$ cat config.mk
export PLATFORM = sky130hd
export DESIGN_NAME = ibhq_ctrl
export DESIGN_NICKNAME = d
export VERILOG_FILES = /design/src/hw/rtl/ibhq_pkg.sv /design/src/hw/rtl/ibhq_ctrl.sv
export SDC_FILE = /design/constraint.sdc
export NUM_CORES = 1
export LEC_CHECK = 0
export ABC_AREA = 1
export BUFFER_PORTS_ARGS = -buffer_cell sky130_fd_sc_hd__buf_2
export CELL_PAD_IN_SITES_DETAIL_PLACEMENT = 1
export CELL_PAD_IN_SITES_GLOBAL_PLACEMENT = 1
export CORE_MARGIN = 1.5
export CORE_UTILIZATION = 41
export CTS_BUF_LIST = sky130_fd_sc_hd__clkbuf_4 sky130_fd_sc_hd__clkbuf_8
export DETAILED_ROUTE_END_ITERATION = 12
export PLACE_DENSITY_LB_ADDON = 0.1
export SETUP_SLACK_MARGIN = 0.1
export SYNTH_ARGS = -nofsm -noshare
export SYNTH_HDL_FRONTEND = slang
export SYNTH_SLANG_ARGS = --single-unit
$ cat constraint.sdc
create_clock -name clk -period 3.78 [get_ports clk]
set_input_delay 0.378 -clock clk [delete_from_list [all_inputs] [get_ports clk]]
set_output_delay 0.378 -clock clk [all_outputs]
set_load 0.02 [all_outputs]
$ cat src/hw/rtl/ibhq_pkg.sv
// ----------------------------------------------------------------------------
// Indexed binary heap queue package
// Shared word types, codes, controller commands and the key compare.
// ----------------------------------------------------------------------------
package ibhq_pkg;

    // Default number of heap slots.
    localparam int CAPACITY = 64;
    // Key width, tag width and tag count follow from the fixed word formats.
    localparam int KEY_BITS = 32;
    localparam int TAG_BITS = 6;
    localparam int TAG_COUNT = 1 << TAG_BITS;
    localparam int POS_BITS = 7;

    typedef logic signed [KEY_BITS-1:0] key_t;
    typedef logic [TAG_BITS-1:0] tag_t;
    typedef logic [POS_BITS-1:0] pos_t;

    // Operation codes.
    typedef enum logic [1:0] {
        OP_INSERT = 2'd0,
        OP_REMOVE = 2'd1,
        OP_UPDATE = 2'd2,
        OP_NONE   = 2'd3
    } op_e;

    // Result status codes.
    typedef enum logic [1:0] {
        ST_OK    = 2'd0,
        ST_FULL  = 2'd1,
        ST_EMPTY = 2'd2,
        ST_NOTAG = 2'd3
    } status_e;

    // Request word.
    typedef struct packed {
        logic [1:0]  op;
        key_t        key;
        logic [31:0] payload;
        tag_t        tag;
    } req_t;

    // Result word.
    typedef struct packed {
        logic [1:0]  status;
        key_t        out_key;
        logic [31:0] out_payload;
        tag_t        out_tag;
        pos_t        final_position;
        pos_t        fill_count;
    } rsp_t;

    // One heap slot.
    typedef struct packed {
        key_t        key;
        logic [31:0] payload;
        tag_t        tag;
    } entry_t;

    // Commands from the controller to the datapath.
    typedef enum logic [3:0] {
        CMD_NOP,
        CMD_LOAD,
        CMD_DISPATCH,
        CMD_UPD_CHK,
        CMD_UPD_LD,
        CMD_RM_LD,
        CMD_DN_RD,
        CMD_DN_CMP,
        CMD_UP_RD,
        CMD_UP_CMP,
        CMD_FIN,
        CMD_RESULT
    } cmd_e;

    // Status from the datapath to the controller.
    typedef struct packed {
        logic [1:0] op;
        logic       full;
        logic       empty;
        logic       one_left;
        logic       tag_absent;
        logic       at_root;
        logic       up_better;
        logic       dn_end;
        logic       dn_better;
        logic       rsp_free;
    } dp_stat_t;

    // True when key a must sit above key b in the current order.
    function automatic logic better(input logic max_order, input key_t a, input key_t b);
        better = max_order ? (a > b) : (a < b);
    endfunction

endpackage

$ cat src/hw/rtl/ibhq_ctrl.sv
// ----------------------------------------------------------------------------
// Indexed binary heap queue controller
// Sequences one operation at a time through the datapath.
// ----------------------------------------------------------------------------
module ibhq_ctrl
(
    input  logic               clk,
    input  logic               rst_n,
    input  logic               req_valid,
    output logic               req_ready,
    input  ibhq_pkg::dp_stat_t stat,
    output ibhq_pkg::cmd_e     cmd
);

    typedef enum logic [10:0] {
        S_IDLE   = 11'b00000000001,
        S_DISP   = 11'b00000000010,
        S_BRANCH = 11'b00000000100,
        S_RM_LD  = 11'b00000001000,
        S_UPD_LD = 11'b00000010000,
        S_DN_RD  = 11'b00000100000,
        S_DN_CMP = 11'b00001000000,
        S_UP_RD  = 11'b00010000000,
        S_UP_CMP = 11'b00100000000,
        S_FIN    = 11'b01000000000,
        S_DONE   = 11'b10000000000
    } state_t;

    state_t state_reg;
    state_t state_next;
    logic   is_remove;

    assign is_remove = (stat.op == ibhq_pkg::OP_REMOVE);
    assign req_ready = (state_reg == S_IDLE);

    // Next state and command.
    always_comb
    begin
        state_next = state_reg;
        cmd        = ibhq_pkg::CMD_NOP;
        case (state_reg)
            S_IDLE:
            begin
                if (req_valid)
                begin
                    cmd        = ibhq_pkg::CMD_LOAD;
                    state_next = S_DISP;
                end
            end
            S_DISP:
            begin
                cmd        = ibhq_pkg::CMD_DISPATCH;
                state_next = S_BRANCH;
            end
            S_BRANCH:
            begin
                case (stat.op)
                    ibhq_pkg::OP_INSERT: state_next = stat.full ? S_DONE : S_UP_RD;
                    ibhq_pkg::OP_REMOVE: state_next = stat.empty ? S_DONE : S_RM_LD;
                    ibhq_pkg::OP_UPDATE:
                    begin
                        cmd        = ibhq_pkg::CMD_UPD_CHK;
                        state_next = stat.tag_absent ? S_DONE : S_UPD_LD;
                    end
                    default: state_next = S_DONE;
                endcase
            end
            S_RM_LD:
            begin
                cmd        = ibhq_pkg::CMD_RM_LD;
                state_next = stat.one_left ? S_DONE : S_DN_RD;
            end
            S_UPD_LD:
            begin
                cmd        = ibhq_pkg::CMD_UPD_LD;
                state_next = S_DN_RD;
            end
            S_DN_RD:
            begin
                cmd = ibhq_pkg::CMD_DN_RD;
                if (!stat.dn_end)
                    state_next = S_DN_CMP;
                else
                    state_next = is_remove ? S_FIN : S_UP_RD;
            end
            S_DN_CMP:
            begin
                cmd = ibhq_pkg::CMD_DN_CMP;
                if (stat.dn_better)
                    state_next = S_DN_RD;
                else
                    state_next = is_remove ? S_FIN : S_UP_RD;
            end
            S_UP_RD:
            begin
                cmd        = ibhq_pkg::CMD_UP_RD;
                state_next = stat.at_root ? S_FIN : S_UP_CMP;
            end
            S_UP_CMP:
            begin
                cmd        = ibhq_pkg::CMD_UP_CMP;
                state_next = stat.up_better ? S_UP_RD : S_FIN;
            end
            S_FIN:
            begin
                cmd        = ibhq_pkg::CMD_FIN;
                state_next = S_DONE;
            end
            S_DONE:
            begin
                if (stat.rsp_free)
                begin
                    cmd        = ibhq_pkg::CMD_RESULT;
                    state_next = S_IDLE;
                end
            end
            default: state_next = S_IDLE;
        endcase
    end

    // State register.
    always_ff @(posedge clk or negedge rst_n)
    begin
        if (!rst_n)
            state_reg <= S_IDLE;
        else
            state_reg <= state_next;
    end

endmodule

==> results.sh, run 1 <==
export IMPL_status="complete, no violations"
export IMPL_post_route_period_util_pct=55.6
export IMPL_slew_violations=0
export IMPL_rsz0062_at_grt="no"
export IMPL_worst_pin_slew_ps=322
export IMPL_finalInstanceArea_um2=971
export IMPL_cp_arrival_ps=1720
export IMPL_cts_tree="yes"
export IMPL_num_rows=15
export IMPL_io_buffer_count=18
export IMPL_worstSetupPathType="reg2out"
export IMPL_dp_hpwl_um=1890
export IMPL_p_per_area_nw_per_um2=553
export IMPL_final_setup_worst_slack_ps=1680
export IMPL_path_cells="nor2_1 -> nand2_2 -> nor2_2 -> nand2_1 -> nand2_1 -> inv_1 -> nand3_1 -> buf_2"
export IMPL_gp_congestion=0.835
export IMPL_grt_pass1_vias=820
export IMPL_drc=0
export IMPL_finalSetupTns_ps=0
export IMPL_wl_per_cell_um=13.1
export IMPL_dieArea_um2=2250
export IMPL_start_util_pct=45.4
export IMPL_grt_ovfl_total=0
export IMPL_path_common_cell="nand2_1"
export IMPL_num_antenna_cells=0
export IMPL_hold_viol_final=0
export IMPL_hold_path_endpoint="state_reg[8]"
export IMPL_via_count=836
export IMPL_reg2reg_depth=8
export IMPL_drtAntennaViolNets=0
export IMPL_startpoint_type="register"
export IMPL_synthToLayoutAreaGrowth_pct=19.9
export IMPL_ctsHtreeMaxLevel=1
export IMPL_hold_class="in2reg"
export IMPL_ys_ff_latch=11
export IMPL_syn_instance_count=120
export IMPL_path_max_fanout=5
export IMPL_ys_seq_area_share_pct=34.2
export IMPL_hold_path_depth=2
export IMPL_largest_reg_flops=11
export IMPL_setup_viol=0
export IMPL_avgSynthCellArea_um2=6.75
export IMPL_ir_drop_mv=0.242
export IMPL_yosysWarnings=0
export IMPL_clock_latency_ps=280
export IMPL_synth_area_leaders="dfrtp_1 (31%), nand2_1 (13%), nor2_1 (9.7%)"
export IMPL_clock_sinks=11
export IMPL_grt_usage_pct=23.6
export IMPL_fmax_mhz=476
export IMPL_drv_cap=0
export IMPL_path_clk_slew_ps=70
export IMPL_ctsResizeCount=0
export IMPL_grt_max_degree=12
export IMPL_ios=19
export IMPL_antenna_found_initial=0
export IMPL_coreArea_um2=1780
export IMPL_rrSetupSlack_ps=2260
export IMPL_timing_rr_start="state_reg[0]"
export IMPL_yosysUniqueCellTypes=22
export IMPL_drtIter0Drc=9
export IMPL_p_leak_nw=0.569
export IMPL_endpoint_kind="output pin"
export IMPL_syn_nets=134
export IMPL_postPlaceCellArea_um2=931
export IMPL_cpPeakStageDelay_ps=400
export IMPL_cts_inserted_buffers=3
export IMPL_postLayoutCoreUtil_pct=54.5
export IMPL_grt_pass1_wl_um=3540
export IMPL_hold_path_startpoint="stat[4]"
export IMPL_required_ps=3400
export IMPL_yosys_area_top_type="dfrtp_1"
export IMPL_dpl_worst_slack_ps=1970
export IMPL_total_power_uw=537
export IMPL_finClkSkew_ps=5.58
export IMPL_crit_slowest_cell="dfrtp_1"
export IMPL_cts_max_path_buffers=2
export IMPL_period_needed_ps=2100
export IMPL_syn_area_um2=810
export IMPL_drtPass1Iterations=4
export IMPL_r2r_end="state_reg[0]"
export IMPL_die_w_um=47.4
export IMPL_fin_nets=158
export IMPL_slew_headroom_pct=78.4
export IMPL_drive_above_1_share_pct=27.3
export IMPL_post_synth_top_area_fraction_pct=30.9
export IMPL_die_y_um=47.4
export IMPL_cts_root_buf="clkbuf_4"
export IMPL_vias_per_cell=4.98
export IMPL_routed_wl_um=2210
[worst max path at each step]
stage / start / to / slack, ps / cells past startpoint
after floorplan: state_reg[5] / cmd[1] / 2220 / 7
after global placement: state_reg[7] / cmd[1] / 2020 / 8
after detailed placement: state_reg[2] / cmd[1] / 1970 / 8
after CTS: state_reg[7] / cmd[1] / 1660 / 8
after global routing: state_reg[7] / cmd[1] / 1530 / 8
final: state_reg[7] / cmd[1] / 1680 / 8
[stage by stage]
step	instances	hold WS, ps
finish	168	270
global route	168	261
CTS	168	256
detailed placement	163	262
global placement	163	254
floorplan	120	82.4
[cell usage in the layout (no fill, tap or decap), drive strengths merged]
cell type / n
nand2: 32
o211ai: 3
nand4: 3
dfrtp: 10
dfstp: 1
nand3b: 1
nor2: 28
buf: 18
nor3: 5
a21oi: 1
clkbuf: 4
o21ai: 3
inv: 21
nand3: 12
dlygate4sd3: 1
[Yosys cell counts]
| cell | instances |
|---|---|
| nand2_1 | 28 |
| nor2_1 | 21 |
| inv_1 | 19 |
| nand3_1 | 11 |
| dfrtp_1 | 10 |
| nor3_1 | 5 |
| nor2_2 | 4 |
| nand4_1 | 3 |
| inv_2 | 2 |
| nand2_2 | 2 |
| nand2_4 | 2 |
| nor2_4 | 2 |
| o211ai_1 | 2 |
| a21oi_1 | 1 |
| dfstp_2 | 1 |
| nand3_2 | 1 |
| nand3b_1 | 1 |
| nor2_8 | 1 |
| o211ai_2 | 1 |
| o21ai_0 | 1 |
| o21ai_1 | 1 |
| o21ai_2 | 1 |
[per-layer routing]
layer | share of wire (%) | global-route usage [%] | up-vias
met1 | 43 | 28.4 | 389
met4 | 2.5 | 11.7 | 0
met3 | 2.3 | 3.40 | 4
met2 | 52 | 40.8 | 12
met5 | 0 | 0 | -
li1 | - | - | 431
[critical path: cells and delay by family (launching register included)]
family,cells,cell delay (ps)
flip-flops,1,400
AND/OR/NAND/NOR,6,820
buffers and inverters,2,230
[power breakdown]
group | internal, mW | leakage [nW] | switching [mW]
clock network | 0.0481 | 0.0184 | 0.0415
registers | 0.140 | 0.148 | 0.0156
logic | 0.0975 | 0.402 | 0.194
[cell families (layout without fill, tap and decap cells)]
kind of cell           after synthesis  after routing  synth area share [%]
AOI/OAI and AO/OA                    7              7                  6.33
buffers and inverters               21             44                  9.74
DFF                                 11             11                  34.2
and+or+nand+nor                     81             81                  49.8
[final cells by class]
type	count	area, um^2
clock buffer	4	30.0
fill	245	812
inverter	21	78.8
multi-input combinational	88	454
sequential	11	277
tap	25	31.3
timing repair buffer	19	100
[repair_timing]
item | 4_1_cts | 5_1_grt
hold buffers | 1 | 0
hold endpoints to repair | 10 | 0
setup buffers | 0 | 0
Note: power is estimated with default switching activity, not from simulation.
==> inputs of run 2 (changes only) <==
--- a/config.mk
+++ b/config.mk
@@ -10,7 +10,7 @@
 export CELL_PAD_IN_SITES_DETAIL_PLACEMENT = 1
 export CELL_PAD_IN_SITES_GLOBAL_PLACEMENT = 1
 export CORE_MARGIN = 1.5
-export CORE_UTILIZATION = 41
+export CORE_UTILIZATION = 38
 export CTS_BUF_LIST = sky130_fd_sc_hd__clkbuf_4 sky130_fd_sc_hd__clkbuf_8
 export DETAILED_ROUTE_END_ITERATION = 12
 export PLACE_DENSITY_LB_ADDON = 0.1
==> constraint.sdc (replaced) <==
create_clock -name clk -period 2.1 [get_ports clk]
set_input_delay 0.21 -clock clk [delete_from_list [all_inputs] [get_ports clk]]
set_output_delay 0.21 -clock clk [all_outputs]
set_load 0.02 [all_outputs]
==> results.sh, run 2 (synthesis results as in run 1) <==
export IMPL_status="complete, no violations"
export IMPL_nFillCells=274
export IMPL_drv_cap=0
export IMPL_path_clk_slew_ps=70
export IMPL_layout_commonest_cell="nand2_1"
export IMPL_required_ps=1890
export IMPL_drive_above_1_share_pct=29.4
export IMPL_path_max_fanout=8
export IMPL_hold_path_startpoint="stat[4]"
export IMPL_timing_critical_path_from="state_reg[5]"
export IMPL_hold_class="in2reg"
export IMPL_num_antenna_cells=0
export IMPL_wl_per_cell_um=13.6
export IMPL_worst_pin_slew_ps=354
export IMPL_cts_root_buf="clkbuf_4"
export IMPL_antenna_found_initial=0
export IMPL_drtPass1Iterations=4
export IMPL_drtAntennaViolNets=0
export IMPL_p_per_area_nw_per_um2=1020
export IMPL_fmax_mhz=531
export IMPL_clock_latency_ps=260
export IMPL_die_y_um=49.2
export IMPL_fin_nets=158
export IMPL_ir_drop_mv=0.557
export IMPL_coreArea_um2=1980
export IMPL_worstSetupPathType="reg2out"
export IMPL_grt_pass1_vias=874
export IMPL_slew_violations=0
export IMPL_cts_setup_buffers=0
export IMPL_gp_congestion=0.846
export IMPL_finClkSkew_ps=2.45
export IMPL_finalSetupTns_ps=0
export IMPL_post_route_period_util_pct=89.8
export IMPL_dp_cells=165
export IMPL_cpPeakStageDelay_ps=410
export IMPL_startpoint_type="register"
export IMPL_slew_headroom_pct=76.2
export IMPL_grt_ovfl_total=0
export IMPL_crit_slowest_cell="dfrtp_1"
export IMPL_ctsHtreeMaxLevel=1
export IMPL_endpoint_kind="output pin"
export IMPL_routed_wl_um=2300
export IMPL_dieArea_um2=2420
export IMPL_stdcell_count=170
export IMPL_via_count=853
export IMPL_largest_reg_flops=11
export IMPL_clock_sinks=11
export IMPL_cp_arrival_ps=1670
export IMPL_postLayoutCoreUtil_pct=50.0
export IMPL_drtIter0Drc=15
export IMPL_period_needed_ps=1880
export IMPL_path_cells="nor2_1 -> nand2_2 -> nor2_8 -> nand2_4 -> nor2_2 -> nor2_1 -> nand4_1 -> buf_2"
export IMPL_rsz0062_at_grt="no"
export IMPL_start_util_pct=40.8
export IMPL_postPlaceCellArea_um2=933
export IMPL_finalInstanceArea_um2=991
export IMPL_die_w_um=49.2
export IMPL_final_setup_worst_slack_ps=215
export IMPL_dp_hpwl_um=1960
export IMPL_whs_ps=115
export IMPL_grt_max_degree=12
export IMPL_cts_inserted_buffers=3
export IMPL_cts_max_path_buffers=2
export IMPL_io_buffer_count=18
export IMPL_vias_per_cell=5.02
export IMPL_ios=19
export IMPL_mostFrequentLayoutCells="nand2_1 (27), inv_1 (19), nor2_1 (19)"
export IMPL_path_common_cell="nor2_1"
export IMPL_drc=0
export IMPL_cts_tree="yes"
export IMPL_timing_rr_start="state_reg[0]"
export IMPL_synthToLayoutAreaGrowth_pct=22.4
export IMPL_total_power_mw=1.01
export IMPL_dpl_worst_slack_ps=451
export IMPL_grt_usage_pct=21.7
export IMPL_hold_viol_final=0
export IMPL_setup_viol=0
export IMPL_grt_pass1_wl_um=3970
export IMPL_p_leak_nw=0.572
export IMPL_num_rows=16
[run 2: cell counts in the layout (fill, tap and decap cells not counted)]
Identical to the previous run, type by type.
[run 2: area by class of cell]
| type | instances | area [um^2] | area share, % |
|---|---|---|---|
| Multi-Input combinational cell | 88 | 472 | 47.6 |
| Sequential cell | 11 | 277 | 27.9 |
| Timing Repair Buffer | 19 | 100 | 10.1 |
| Inverter | 21 | 78.8 | 7.95 |
| Tap cell | 27 | 33.8 | 3.41 |
| Clock buffer | 4 | 30.0 | 3.03 |
[run 2: repair_timing]
item,in CTS,in global routing
setup endpoints to repair,0,3
gates resized for setup,0,5
hold buffers,1,0
hold endpoints to repair,10,0
[run 2: power breakdown]
group	internal [mW]	leakage (nW)	switching (mW)
Combinational	0.189	0.405	0.374
Clock	0.0863	0.0184	0.0709
Sequential	0.253	0.148	0.0354
Total	0.529	0.572	0.480
[run 2: layer usage]
layer / track usage (%) / share of wire, % / vias up
met1: 28.4 / 44 / 403
met2: 36.7 / 50 / 23
li1: - / - / 423
met5: 0 / 0 / -
met3: 2.76 / 4.3 / 4
met4: 7.14 / 1.3 / 0
[run 2: worst paths after layout]
check / end / slack (ps) / depth (start not counted)
worst max-delay path: cmd[0] / 220 / 8
worst min-delay path: state_reg[8] / 120 / 2
worst max register to register: state_reg[0] / 610 / 8
worst min register to register: state_reg[8] / 620 / 3
max in group asynchronous: state_reg[0] / 1480 / 2
min in group asynchronous: state_reg[6] / 350 / 2
[run 2: critical path: cells and delay by family, from the launching register on]
family        cells  cell delay, ps
simple gates      7             820
buf+inv           1             170
flops             1             410
